**src/packet_sequence_reorder_defines.svh**
```systemverilog
// ----------------------------------------------------------------------------
// packet_sequence_reorder assertion macros
// Concurrent assertion wrappers, empty when SYNTHESIS is defined.
// ----------------------------------------------------------------------------
`ifndef PACKET_SEQUENCE_REORDER_DEFINES_SVH
`define PACKET_SEQUENCE_REORDER_DEFINES_SVH

`ifndef SYNTHESIS
// Checked outside reset.
`define PSR_ASSERT(lbl, prop, msg) \
  lbl: assert property (@(posedge clk) disable iff (rst) prop) else $error(msg);
// Checked on every edge, reset included.
`define PSR_ASSERT_ALWAYS(lbl, prop, msg) \
  lbl: assert property (@(posedge clk) prop) else $error(msg);
`else
`define PSR_ASSERT(lbl, prop, msg)
`define PSR_ASSERT_ALWAYS(lbl, prop, msg)
`endif

`endif

```
**src/psr_pkg.sv**
```systemverilog
// ----------------------------------------------------------------------------
// psr_pkg
// Shared widths, codes and controller/datapath signal groups.
// ----------------------------------------------------------------------------
`default_nettype none

package psr_pkg;

  localparam int SEQ_W      = 32;
  localparam int LEN_W      = 16;
  localparam int HDL_W      = 10;
  localparam int HDL_WIDE_W = 16;  // widest supported stored handle
  localparam int STATUS_W   = 3;

  typedef enum logic [STATUS_W-1:0] {
    ST_RELEASED = 3'd0,
    ST_HELD     = 3'd1,
    ST_STALE    = 3'd2,
    ST_BEYOND   = 3'd3,
    ST_DUP      = 3'd4
  } status_t;

  typedef enum logic [1:0] {
    S_IDLE,
    S_EVAL,
    S_DRAIN
  } state_t;

  // controller -> datapath
  typedef struct packed {
    logic take;   // desc.ready
    logic eval;   // classify the captured item and load its first result
    logic drain;  // emit the next held packet of a release chain
  } psr_cmd_t;

  // datapath -> controller
  typedef struct packed {
    logic in_valid;
    logic out_free;     // output register empty or being taken
    logic eval_more;    // captured item is a release and a held packet follows
    logic drain_more;   // another held packet follows the current drain step
  } psr_stat_t;

endpackage

`default_nettype wire

```
**src/psr_if.sv**
```systemverilog
// ----------------------------------------------------------------------------
// psr_if
// Valid/ready channels for packet descriptors and resequencer results.
// ----------------------------------------------------------------------------
`default_nettype none

interface psr_desc_if;
  logic                      valid;
  logic                      ready;
  logic [psr_pkg::SEQ_W-1:0] seq_num;
  logic [psr_pkg::LEN_W-1:0] packet_length;
  logic [psr_pkg::HDL_W-1:0] payload_handle;

  modport source (output valid, seq_num, packet_length, payload_handle, input ready);
  modport sink   (input valid, seq_num, packet_length, payload_handle, output ready);
endinterface

interface psr_result_if;
  logic                         valid;
  logic                         ready;
  logic [psr_pkg::STATUS_W-1:0] status;
  logic [psr_pkg::SEQ_W-1:0]    out_seq;
  logic [psr_pkg::LEN_W-1:0]    out_length;
  logic [psr_pkg::HDL_W-1:0]    out_handle;
  logic                         last;

  modport source (output valid, status, out_seq, out_length, out_handle, last,
                  input ready);
  modport sink   (input valid, status, out_seq, out_length, out_handle, last,
                  output ready);
endinterface

`default_nettype wire

```
**src/psr_ctrl.sv**
```systemverilog
// ----------------------------------------------------------------------------
// psr_ctrl
// Sequencer: capture an item, classify it, then walk any release chain.
// ----------------------------------------------------------------------------
`default_nettype none

module psr_ctrl (
  input  wire logic                clk,
  input  wire logic                rst,
  input  wire psr_pkg::psr_stat_t  stat,
  output psr_pkg::psr_cmd_t        cmd
);

  psr_pkg::state_t state;
  psr_pkg::state_t state_next;

  always_ff @(posedge clk) begin
    if (rst) begin
      state <= psr_pkg::S_IDLE;
    end else begin
      state <= state_next;
    end
  end

  always_comb begin
    state_next = state;
    case (state)
      psr_pkg::S_IDLE: begin
        if (stat.in_valid) begin
          state_next = psr_pkg::S_EVAL;
        end
      end
      psr_pkg::S_EVAL: begin
        if (stat.out_free) begin
          state_next = stat.eval_more ? psr_pkg::S_DRAIN : psr_pkg::S_IDLE;
        end
      end
      psr_pkg::S_DRAIN: begin
        if (stat.out_free) begin
          state_next = stat.drain_more ? psr_pkg::S_DRAIN : psr_pkg::S_IDLE;
        end
      end
      default: begin
        state_next = psr_pkg::S_IDLE;
      end
    endcase
  end

  // hold ready low while in reset so no item is taken and then lost
  always_comb begin
    cmd = '0;
    case (state)
      psr_pkg::S_IDLE:  cmd.take  = !rst;
      psr_pkg::S_EVAL:  cmd.eval  = stat.out_free;
      psr_pkg::S_DRAIN: cmd.drain = stat.out_free;
      default:          cmd       = '0;
    endcase
  end

endmodule

`default_nettype wire

```
**src/psr_datapath.sv**
```systemverilog
// ----------------------------------------------------------------------------
// psr_datapath
// Descriptor capture, window classification, hold store and output register.
// ----------------------------------------------------------------------------
`default_nettype none

`include "packet_sequence_reorder_defines.svh"

module psr_datapath #(
  parameter int WINDOW      = 32,
  parameter int HANDLE_BITS = 10
) (
  input  wire logic               clk,
  input  wire logic               rst,
  psr_desc_if.sink                desc,
  psr_result_if.source            result,
  input  wire psr_pkg::psr_cmd_t  cmd,
  output psr_pkg::psr_stat_t      stat
);

  localparam int SW     = (WINDOW > 1) ? $clog2(WINDOW) : 1;
  localparam int DW     = $clog2(WINDOW + 1);
  localparam int DS     = DW + 1;
  localparam int DESC_W = psr_pkg::LEN_W + HANDLE_BITS;
  localparam logic [DS-1:0] WIN_S = DS'(WINDOW);
  localparam logic [SW-1:0] PMAX  = SW'(WINDOW - 1);
  localparam logic [psr_pkg::HDL_WIDE_W-1:0] HMASK =
    psr_pkg::HDL_WIDE_W'((32'd1 << HANDLE_BITS) - 32'd1);

  // captured item
  logic [psr_pkg::SEQ_W-1:0] seq_r;
  logic [psr_pkg::LEN_W-1:0] len_r;
  logic [psr_pkg::HDL_W-1:0] hdl_r;

  // window state; ptr tracks last_delivered modulo WINDOW
  logic [psr_pkg::SEQ_W-1:0] last_delivered;
  logic [SW-1:0]             ptr;
  logic [WINDOW-1:0]         valid_bits;
  logic [DW-1:0]             cnt;
  logic [DESC_W-1:0]         mem [WINDOW];
  logic [DESC_W-1:0]         rd_data;

  // output register
  logic                      out_valid;
  psr_pkg::status_t          out_status;
  logic [psr_pkg::SEQ_W-1:0] out_seq;
  logic [psr_pkg::LEN_W-1:0] out_length;
  logic [psr_pkg::HDL_W-1:0] out_handle;
  logic                      out_last;

  logic [psr_pkg::HDL_WIDE_W-1:0] hdl_in16;
  logic [psr_pkg::HDL_WIDE_W-1:0] hdl_in_keep;
  logic [psr_pkg::HDL_WIDE_W-1:0] hdl_r16;
  logic [psr_pkg::HDL_WIDE_W-1:0] rd_hdl16;
  logic [psr_pkg::SEQ_W-1:0]      diff;
  logic [psr_pkg::SEQ_W-1:0]      last_inc;
  logic [DS-1:0]                  slot_sum;
  logic [SW-1:0]                  held_slot;
  logic [SW-1:0]                  ptr_inc;
  logic [SW-1:0]                  ptr_inc2;
  logic                           stale;
  logic                           beyond;
  logic                           rel;
  logic                           dup;
  logic                           hold_new;
  logic                           eval_more;
  logic                           drain_more;
  psr_pkg::status_t               eval_status;

  assign hdl_in16    = psr_pkg::HDL_WIDE_W'(desc.payload_handle);
  assign hdl_in_keep = hdl_in16 & HMASK;
  assign hdl_r16     = psr_pkg::HDL_WIDE_W'(hdl_r);
  assign rd_hdl16    = psr_pkg::HDL_WIDE_W'(rd_data[HANDLE_BITS-1:0]);

  // classification of the captured item
  assign stale     = (seq_r <= last_delivered);
  assign diff      = seq_r - last_delivered;
  assign beyond    = !stale && (diff > psr_pkg::SEQ_W'(WINDOW));
  assign rel       = !stale && (diff == psr_pkg::SEQ_W'(1));
  assign slot_sum  = DS'(ptr) + diff[DS-1:0];
  assign held_slot = (slot_sum >= WIN_S) ? SW'(slot_sum - WIN_S) : SW'(slot_sum);
  assign dup       = valid_bits[held_slot];
  assign hold_new  = !stale && !beyond && !rel && !dup;

  assign ptr_inc  = (ptr == PMAX) ? '0 : ptr + 1'b1;
  assign ptr_inc2 = (ptr_inc == PMAX) ? '0 : ptr_inc + 1'b1;
  assign last_inc = last_delivered + 1'b1;

  // on a release the captured item sits in slot ptr_inc, the next one in ptr_inc2
  assign eval_more  = rel && (seq_r != '1) && valid_bits[ptr_inc2];
  assign drain_more = ((DS'(cnt) + DS'(1)) < WIN_S) && (last_inc != '1) &&
                      valid_bits[ptr_inc2];

  always_comb begin
    if (stale) begin
      eval_status = psr_pkg::ST_STALE;
    end else if (beyond) begin
      eval_status = psr_pkg::ST_BEYOND;
    end else if (rel) begin
      eval_status = psr_pkg::ST_RELEASED;
    end else if (dup) begin
      eval_status = psr_pkg::ST_DUP;
    end else begin
      eval_status = psr_pkg::ST_HELD;
    end
  end

  assign stat.in_valid   = desc.valid;
  assign stat.out_free   = !out_valid || result.ready;
  assign stat.eval_more  = eval_more;
  assign stat.drain_more = drain_more;

  assign desc.ready        = cmd.take;
  assign result.valid      = out_valid;
  assign result.status     = out_status;
  assign result.out_seq    = out_seq;
  assign result.out_length = out_length;
  assign result.out_handle = out_handle;
  assign result.last       = out_last;

  // capture
  always_ff @(posedge clk) begin
    if (cmd.take && desc.valid) begin
      seq_r <= desc.seq_num;
      len_r <= desc.packet_length;
      hdl_r <= hdl_in_keep[psr_pkg::HDL_W-1:0];
    end
  end

  // control state
  always_ff @(posedge clk) begin
    if (rst) begin
      out_valid      <= 1'b0;
      last_delivered <= '0;
      ptr            <= '0;
      valid_bits     <= '0;
      cnt            <= '0;
    end else begin
      if (cmd.eval || cmd.drain) begin
        out_valid <= 1'b1;
      end else if (result.ready) begin
        out_valid <= 1'b0;
      end
      if (cmd.eval) begin
        if (hold_new) begin
          valid_bits[held_slot] <= 1'b1;
        end
        if (rel) begin
          last_delivered <= seq_r;
          ptr            <= ptr_inc;
          cnt            <= DW'(1);
        end
      end
      if (cmd.drain) begin
        valid_bits[ptr_inc] <= 1'b0;
        last_delivered      <= last_inc;
        ptr                 <= ptr_inc;
        cnt                 <= cnt + 1'b1;
      end
    end
  end

  // output payload
  always_ff @(posedge clk) begin
    if (cmd.eval) begin
      out_status <= eval_status;
      out_seq    <= seq_r;
      out_length <= len_r;
      out_handle <= hdl_r;
      out_last   <= !eval_more;
    end else if (cmd.drain) begin
      out_status <= psr_pkg::ST_RELEASED;
      out_seq    <= last_inc;
      out_length <= rd_data[DESC_W-1 -: psr_pkg::LEN_W];
      out_handle <= rd_hdl16[psr_pkg::HDL_W-1:0];
      out_last   <= !drain_more;
    end
  end

  // hold store
  always_ff @(posedge clk) begin
    if (cmd.eval && hold_new) begin
      mem[held_slot] <= {len_r, hdl_r16[HANDLE_BITS-1:0]};
    end
  end

  // prefetch the next packet of a release chain
  always_ff @(posedge clk) begin
    if ((cmd.eval && eval_more) || (cmd.drain && drain_more)) begin
      rd_data <= mem[ptr_inc2];
    end
  end

  `PSR_ASSERT(a_drain_held, cmd.drain |-> valid_bits[ptr_inc], "drain step on an empty slot")
  `PSR_ASSERT(a_hold_slot, (cmd.eval && hold_new) |-> (held_slot != ptr_inc), "early packet stored in the next expected slot")
  `PSR_ASSERT(a_last_mono, !$past(rst) |-> (last_delivered >= $past(last_delivered)), "last delivered number went backwards")
  `PSR_ASSERT(a_no_overwrite, (cmd.eval || cmd.drain) |-> (!out_valid || result.ready), "result loaded over a pending result")
  `PSR_ASSERT_ALWAYS(a_out_reset, rst |=> !out_valid, "result pending right after reset")

endmodule

`default_nettype wire

```
**src/packet_sequence_reorder.sv**
```systemverilog
// ----------------------------------------------------------------------------
// packet_sequence_reorder
// Resequencer that releases numbered packet descriptors in order.
// ----------------------------------------------------------------------------
// Usage:
//   desc   : packet descriptors in (seq_num, packet_length, payload_handle).
//   result : one or more items per descriptor (status, out_seq, out_length,
//            out_handle, last); last marks the final item of a descriptor.
//   The next expected packet is released together with every held packet
//   that now follows on consecutively. Early packets up to WINDOW ahead are
//   held in a window store; stale, far-ahead and duplicate packets are
//   flagged and dropped.
// Sequence:
//   A descriptor is taken while the sequencer is idle and is classified once
//   the output register is free, which loads its first item into the output
//   register. No new descriptor is taken until the last item of the current
//   one is loaded. Each extra released packet of a chain is loaded as its own
//   item, read through the single read port of the window store.
// Reset:
//   rst clears the last delivered number to zero and all window valid bits
//   at once; no clearing pass is needed. desc.ready stays low during reset.
// Backpressure:
//   A stalled receiver holds the pending item in the output register and
//   freezes classification and draining until it is taken.
// ----------------------------------------------------------------------------
`default_nettype none

module packet_sequence_reorder #(
  parameter int WINDOW      = 32,
  parameter int HANDLE_BITS = 10
) (
  input  wire logic    clk,
  input  wire logic    rst,
  psr_desc_if.sink     desc,
  psr_result_if.source result
);

  psr_pkg::psr_cmd_t  cmd;
  psr_pkg::psr_stat_t stat;

  // sequencer: idle -> classify -> drain chain
  psr_ctrl u_ctrl (
    .clk  (clk),
    .rst  (rst),
    .stat (stat),
    .cmd  (cmd)
  );

  // window store, compare logic and output register
  psr_datapath #(
    .WINDOW      (WINDOW),
    .HANDLE_BITS (HANDLE_BITS)
  ) u_datapath (
    .clk    (clk),
    .rst    (rst),
    .desc   (desc),
    .result (result),
    .cmd    (cmd),
    .stat   (stat)
  );

endmodule

`default_nettype wire

```
**src/flat_wrapper.sv**
```systemverilog
// flat-port wrapper written by rule: the top's interface ports become plain ports
module packet_sequence_reorder_flat 
#(
  parameter int WINDOW      = 32,
  parameter int HANDLE_BITS = 10
)
  (clk, rst, desc_valid, desc_seq_num, desc_packet_length, desc_payload_handle, desc_ready, result_valid, result_status, result_out_seq, result_out_length, result_out_handle, result_last, result_ready);
  psr_desc_if desc_i ();
  psr_result_if result_i ();
  input  wire logic clk;
  input  wire logic rst;
  input wire logic [$bits(desc_i.valid)-1:0] desc_valid;
  input wire logic [$bits(desc_i.seq_num)-1:0] desc_seq_num;
  input wire logic [$bits(desc_i.packet_length)-1:0] desc_packet_length;
  input wire logic [$bits(desc_i.payload_handle)-1:0] desc_payload_handle;
  output wire logic [$bits(desc_i.ready)-1:0] desc_ready;
  output wire logic [$bits(result_i.valid)-1:0] result_valid;
  output wire logic [$bits(result_i.status)-1:0] result_status;
  output wire logic [$bits(result_i.out_seq)-1:0] result_out_seq;
  output wire logic [$bits(result_i.out_length)-1:0] result_out_length;
  output wire logic [$bits(result_i.out_handle)-1:0] result_out_handle;
  output wire logic [$bits(result_i.last)-1:0] result_last;
  input wire logic [$bits(result_i.ready)-1:0] result_ready;
  assign desc_i.valid = desc_valid;
  assign desc_i.seq_num = desc_seq_num;
  assign desc_i.packet_length = desc_packet_length;
  assign desc_i.payload_handle = desc_payload_handle;
  assign desc_ready = desc_i.ready;
  assign result_valid = result_i.valid;
  assign result_status = result_i.status;
  assign result_out_seq = result_i.out_seq;
  assign result_out_length = result_i.out_length;
  assign result_out_handle = result_i.out_handle;
  assign result_last = result_i.last;
  assign result_i.ready = result_ready;
  packet_sequence_reorder #(.WINDOW(WINDOW), .HANDLE_BITS(HANDLE_BITS)) u_core (.clk(clk), .rst(rst), .desc(desc_i), .result(result_i));
endmodule
```
**config.mk**
```make
export PLATFORM = sky130hd
export DESIGN_NAME = packet_sequence_reorder_flat
export DESIGN_NICKNAME = d
export VERILOG_FILES = /design/src/psr_pkg.sv /design/src/psr_if.sv /design/src/psr_ctrl.sv /design/src/psr_datapath.sv /design/src/packet_sequence_reorder.sv /design/src/flat_wrapper.sv
export VERILOG_INCLUDE_DIRS = /design/src /design/src/src
export SDC_FILE = /design/constraint.sdc
export NUM_CORES = 1
export LEC_CHECK = 0
export BUFFER_PORTS_ARGS = -buffer_cell sky130_fd_sc_hd__buf_2
export CORE_MARGIN = 4
export CORE_UTILIZATION = 50
export DETAILED_ROUTE_END_ITERATION = 12
export PLACE_DENSITY = 0.65
export SYNTH_ARGS = -nofsm -noshare
export SYNTH_HDL_FRONTEND = slang
export SYNTH_SLANG_ARGS = --single-unit
export TNS_END_PERCENT = 20
```
**constraint.sdc**
```tcl
create_clock -name clk -period 18.25 [get_ports clk]
set_input_delay 3.65 -clock clk [delete_from_list [all_inputs] [get_ports clk]]
set_output_delay 3.65 -clock clk [all_outputs]
set_load 0.01 [all_outputs]
```
# Word level (Yosys, flattened, before mapping)
# Memory sizes are Yosys's and may differ from the RTL's. A register that Yosys moved wholly into a read port is not among the register bits.
# Index checks and enable logic that the tools add are counted.
[totals] reg_bits=198 latch_bits=0 ramBits=832 romBits=0 in_bits=62 output_inout_bits=64 wordCells=128 memories=1
[memory_table] name="u_core.u_datapath.mem" words=32 word_bits=26 read_ports=1 rd_ports_with_merged_regs=1 wr=1 line_no="psr_datapath.sv:40" rtl="logic [DESC_W-1:0] mem [WINDOW];"
[op_classes] addsub=8 multipliers=0 n_div=0 n_lt_le_gt_ge=9 n_eq_ne=10 shift=0 mux=51 n_bitwise=3 reduce_logical=32
[op_table] op="$mux W32" count=9
[op_table] op="$ne A32 B32 Y1 const B" count=2
[op_table] op="$add A32 B1 Y32 const B" count=1
[op_table] op="$and A32 B32 Y32" count=1
[op_table] op="$eq A32 B1 Y1 const B" count=1
[op_table] op="$gt A32 B6 Y1 const B" count=1
[op_table] op="$le A32 B32 Y1" count=1
[op_table] op="$mux W16" count=2
[op_table] op="$not A32 Y32" count=1
[op_table] op="$or A32 B32 Y32" count=1
[op_table] op="$sub A32 B32 Y32" count=1
[op_table] op="$mux W5" count=6
[op_table] op="$mux W10" count=2
[op_table] op="$lt A5 B6 Y1 const B" count=3
[op_table] op="$mux W3" count=6
[op_table] op="$mux W6" count=3
[op_table] op="$logic_and A1 B1 Y1" count=15
[op_table] op="$mux W1" count=13
[op_table] op="$add A5 B1 Y5 const B" count=2
[op_table] op="$bmux W1 S5" count=2
[op_table] op="$demux W1 S5" count=2
[op_table] op="$eq A5 B5 Y1 const B" count=2
[op_table] op="$ge A5 B1 Y1 const B" count=2
[op_table] op="$mux W2" count=5
[op_table] op="other kinds (16)" count=29

# Longest topological paths before layout
[logic_depth] ltp_word=14 depth_mapped=21

# Cells and area by module
# Synthesis repeated with hierarchy kept, for this count alone.
[unflattened] cells_unflattened=2530 area_unflattened_um2=44670.3
[modules_own_cells] mod="psr_datapath" n_inst=1 cells_per_inst=2519 area_per_inst_um2=44569.0 seq_area_each_um2=30889.6
[modules_own_cells] mod="psr_ctrl" n_inst=1 cells_per_inst=11 area_per_inst_um2=101.3 seq_area_each_um2=40.0

# Worst setup path before layout
# Ideal clock, no wire load.
[synth_path] path_kind="input to output" from="in rst" to="out desc_ready" arrival_ns=4.085 required_ns=14.600 path_slack_ns=10.515 path_stages=2 n_path_buf=1 cell_sequence="clkbuf_1 nor3_1"
[synth_via] elab_chain_cells=2
[synth_lines] element="start, declared" line_no="flat_wrapper.sv:11" rtl="input wire logic rst;"
[synth_lines] element="$logic_not A1 Y1" line_no="psr_ctrl.sv:53" rtl="psr_pkg::S_IDLE: cmd.take = !rst;"
[synth_lines] element="$mux W1" line_no="psr_ctrl.sv:52" rtl="case (state)"
[synth_lines] element="end, declared" line_no="flat_wrapper.sv:16" rtl="output wire logic [$bits(desc_i.ready)-1:0] desc_ready;"
# No other way between the ends.

# Worst setup path in the final report
# Ends and elaborated chain as after synthesis.

==> results.json <==
{
  "worstMarginPinSlew_ns": 1.34,
  "ys_seq_area_frac": 0.696,
  "synth-async-reset-ratio": 0,
  "clockRootBuffer": "clkbuf_16",
  "netlist.area_leader.share": 0.661,
  "num_rows": 109,
  "nets": 3098,
  "synth_ff_type": "edfxtp_1",
  "leakagePower_nw": 16.8,
  "multi_input_area_mm2": 0.0129,
  "hold_buffers": 0,
  "clock_path_buffers": 3,
  "drt_pass1_iterations": 5,
  "route.detailed.drc": 0,
  "cts_setup_buffers": 0,
  "routed_wl_um": 119000,
  "cp_max_fo": 79,
  "gp_congestion": 0.915,
  "num_vias": 26245,
  "viasPerCell": 6.18,
  "postSynthAreaPerCell_um2": 15.6,
  "cts_buffers": 106,
  "ctsHtreeMaxLevel": 3,
  "startpoint": "rst",
  "diodes": 0,
  "fillers": 6806,
  "yosys_warnings": 0,
  "regToRegSetupSlack_ns": 11.25,
  "maxCapViolCount": 0,
  "clock_latency_ns": 0.71,
  "fin_crit_sh": 0.461,
  "cts_tree": "built",
  "antenna_left": 0,
  "netlist_top_cells_area": "edfxtp_1, mux4_2, dfxtp_1, nand2_1, nand3_1",
  "ios": 126,
  "overflow": 0,
  "synthToLayoutAreaGrowth_pct": 13.2,
  "hold_viol_final": 0,
  "die_area_mm2": 0.0937,
  "register_area_mm2": 0.0309,
  "fp.dieH_um": 306,
  "detailed_place_hpwl_um": 73000,
  "status": "complete, no violations",
  "syn_inst": 2839,
  "cp.required_ns": 14.60,
  "ir_drop_v": 0.0000836,
  "worstPathArrival_ns": 4.75,
  "rsz0062_at_grt": "no",
  "p_per_area_mw_per_mm2": 98.7,
  "synth_seq_cells": 1056,
  "track_usage": 0.252,
  "antenna_found_initial": 3,
  "synth_area_mm2": 0.0444,
  "first_iter_violations": 2571,
  "min_period_ns": 8.40,
  "coreArea_mm2": 0.0882,
  "post-synth-top-count-cell": "edfxtp_1",
  "cp-start-kind": "primary input",
  "timing.rr.start": "u_core.u_datapath.ptr[0]$_SDFFE_PP0P_",
  "r2r-end": "u_core.u_datapath.rd_data[0]$_DFFE_PP_",
  "initial_utilization": 0.503,
  "final_cells": 4245,
  "hold_path_class": "reg -> reg",
  "fp.dieW_um": 306,
  "worst-r2r-cell-count": 16,
  "grt_max_degree": 156,
  "synthTopCellsByCount": "edfxtp_1, nand2_1, mux4_2",
  "synth.net_count": 2949,
  "slew_headroom": 0.105,
  "cts_resized": 0,
  "tns_ns": 0,
  "finalSetupViolCount": 0,
  "clock_skew_ns": 0.0449,
  "grt_pass1_vias": 26344,
  "cts.reportedPaths.clkPinSlew_ns": 0.06,
  "path_class": "in -> out",
  "port_buffers": 125,
  "drive_gt1_frac": 0.218,
  "cts.sinks": 1056,
  "dp_cells": 4045,
  "grt_pass1_wl_um": 176000,
  "cp-end-kind": "output port",
  "netlist-cell-type-count": 72,
  "slew_violations": 0,
  "crit_path_end": "desc_ready",
  "synth_edf_count": 978,
  "yosysTopAreaCell": "edfxtp_1",
  "wl_per_cell_um": 27.9,
  "timing.fmax_ghz": 0.119
}
==> stage by stage <==
| step | power (W) | hold WS (ns) | cell area, um2 | util | setup slack [ns] |
|---|---|---|---|---|---|
| floorplan | 0.00278 | 0.439 | 44400 | - | 10.52 |
| global placement | 0.00284 | 0.454 | 46700 | 0.530 | 9.86 |
| detailed placement | 0.00284 | 0.467 | 46700 | 0.530 | 9.83 |
| CTS | 0.00500 | 0.476 | 50300 | 0.570 | 9.83 |
| global route | 0.00512 | 0.513 | 50300 | 0.570 | 9.75 |
| finish | 0.00496 | 0.480 | 50300 | 0.570 | 9.85 |
==> metal layers <==
| metal | routed length, um | part of all wire | vias to the layer above | global-route usage |
|---|---|---|---|---|
| met5 | 0 | 0 | - | 0 |
| met4 | 3790 | 0.032 | 0 | 0.0779 |
| met2 | 56900 | 0.48 | 1099 | 0.402 |
| met1 | 49700 | 0.42 | 13585 | 0.362 |
| met3 | 8230 | 0.069 | 171 | 0.0382 |
| li1 | - | - | 11390 | - |
==> flip-flops by register name, indices dropped and copies added, names as in the netlist, 3 cells and up <==
signal	count
u_core.u_datapath.mem	832
u_core.u_datapath.last_delivered	32
u_core.u_datapath.result.out_seq	32
u_core.u_datapath.seq_r	32
u_core.u_datapath.valid_bits	32
u_core.u_datapath.rd_data	26
u_core.u_datapath.len_r	16
u_core.u_datapath.result.out_length	16
u_core.u_datapath.hdl_r	10
u_core.u_datapath.result.out_handle	10
u_core.u_datapath.cnt	6
u_core.u_datapath.ptr	5
u_core.u_datapath.result.status	3
==> worst min-delay path by stage <==
stage	start	to	slack (ns)	cells past startpoint
2_1_floorplan	u_core.u_datapath.cnt[4]$_SDFFE_PP0P_	u_core.u_datapath.cnt[4]$_SDFFE_PP0P_	0.44	1
3_3_place_gp	u_core.u_datapath.cnt[4]$_SDFFE_PP0P_	u_core.u_datapath.cnt[4]$_SDFFE_PP0P_	0.45	1
3_5_place_dp	u_core.u_datapath.cnt[4]$_SDFFE_PP0P_	u_core.u_datapath.cnt[4]$_SDFFE_PP0P_	0.47	1
4_1_cts	u_core.u_datapath.cnt[4]$_SDFFE_PP0P_	u_core.u_datapath.cnt[4]$_SDFFE_PP0P_	0.48	1
5_1_grt	u_core.u_datapath.valid_bits[7]$_SDFF_PP0_	u_core.u_datapath.valid_bits[7]$_SDFF_PP0_	0.51	1
6_report	u_core.u_datapath.cnt[4]$_SDFFE_PP0P_	u_core.u_datapath.cnt[4]$_SDFFE_PP0P_	0.48	1
==> power by group <==
| group | switching [W] | internal (W) |
|---|---|---|
| Sequential | 0.0000135 | 0.00265 |
| Combinational | 0.0000933 | 0.0000349 |
| Clock | 0.000941 | 0.00123 |
| Total | 0.00105 | 0.00392 |
==> cells by family after synthesis <==
logic type,count (synthesis),synth area share
fa+ha+maj,48,0.0139
xor+xnor,54,0.0106
mux,253,0.120
flops,1056,0.696
simple gates,851,0.0885
buf+inv,212,0.0191
compound gates,365,0.0513
==> layout by cell type (no fill, tap or decap), types with 15 or more instances in the layout <==
master,n
nor4_2,33
nand2_1,399
nor3_1,28
a21oi_1,131
edfxtp_1,978
buf_2,125
clkbuf_16,107
o21a_1,45
mux2i_1,25
xnor2_1,42
buf_4,81
clkinv_1,29
inv_1,45
mux4_2,225
o21ai_0,84
ha_1,44
nor4_1,15
clkinv_2,25
nand4_1,37
dfxtp_1,78
nand3_1,158
nand2b_1,18
nor2_1,91
==> area by class of cell <==
cell class | instances | area share
Clock inverter | 82 | 0.0163
Clock buffer | 118 | 0.0545
Inverter | 46 | 0.00358
Sequential cell | 1056 | 0.615
Multi-Input combinational cell | 1571 | 0.257
Timing Repair Buffer | 207 | 0.0249
Tap cell | 1165 | 0.0290
==> worst max-delay path: stages <==
cell	delay, ns
buf_2	0.08
buf_4	0.67
nor3_1	0.15
buf_2	0.19
Power figures use the tool's default switching activity.
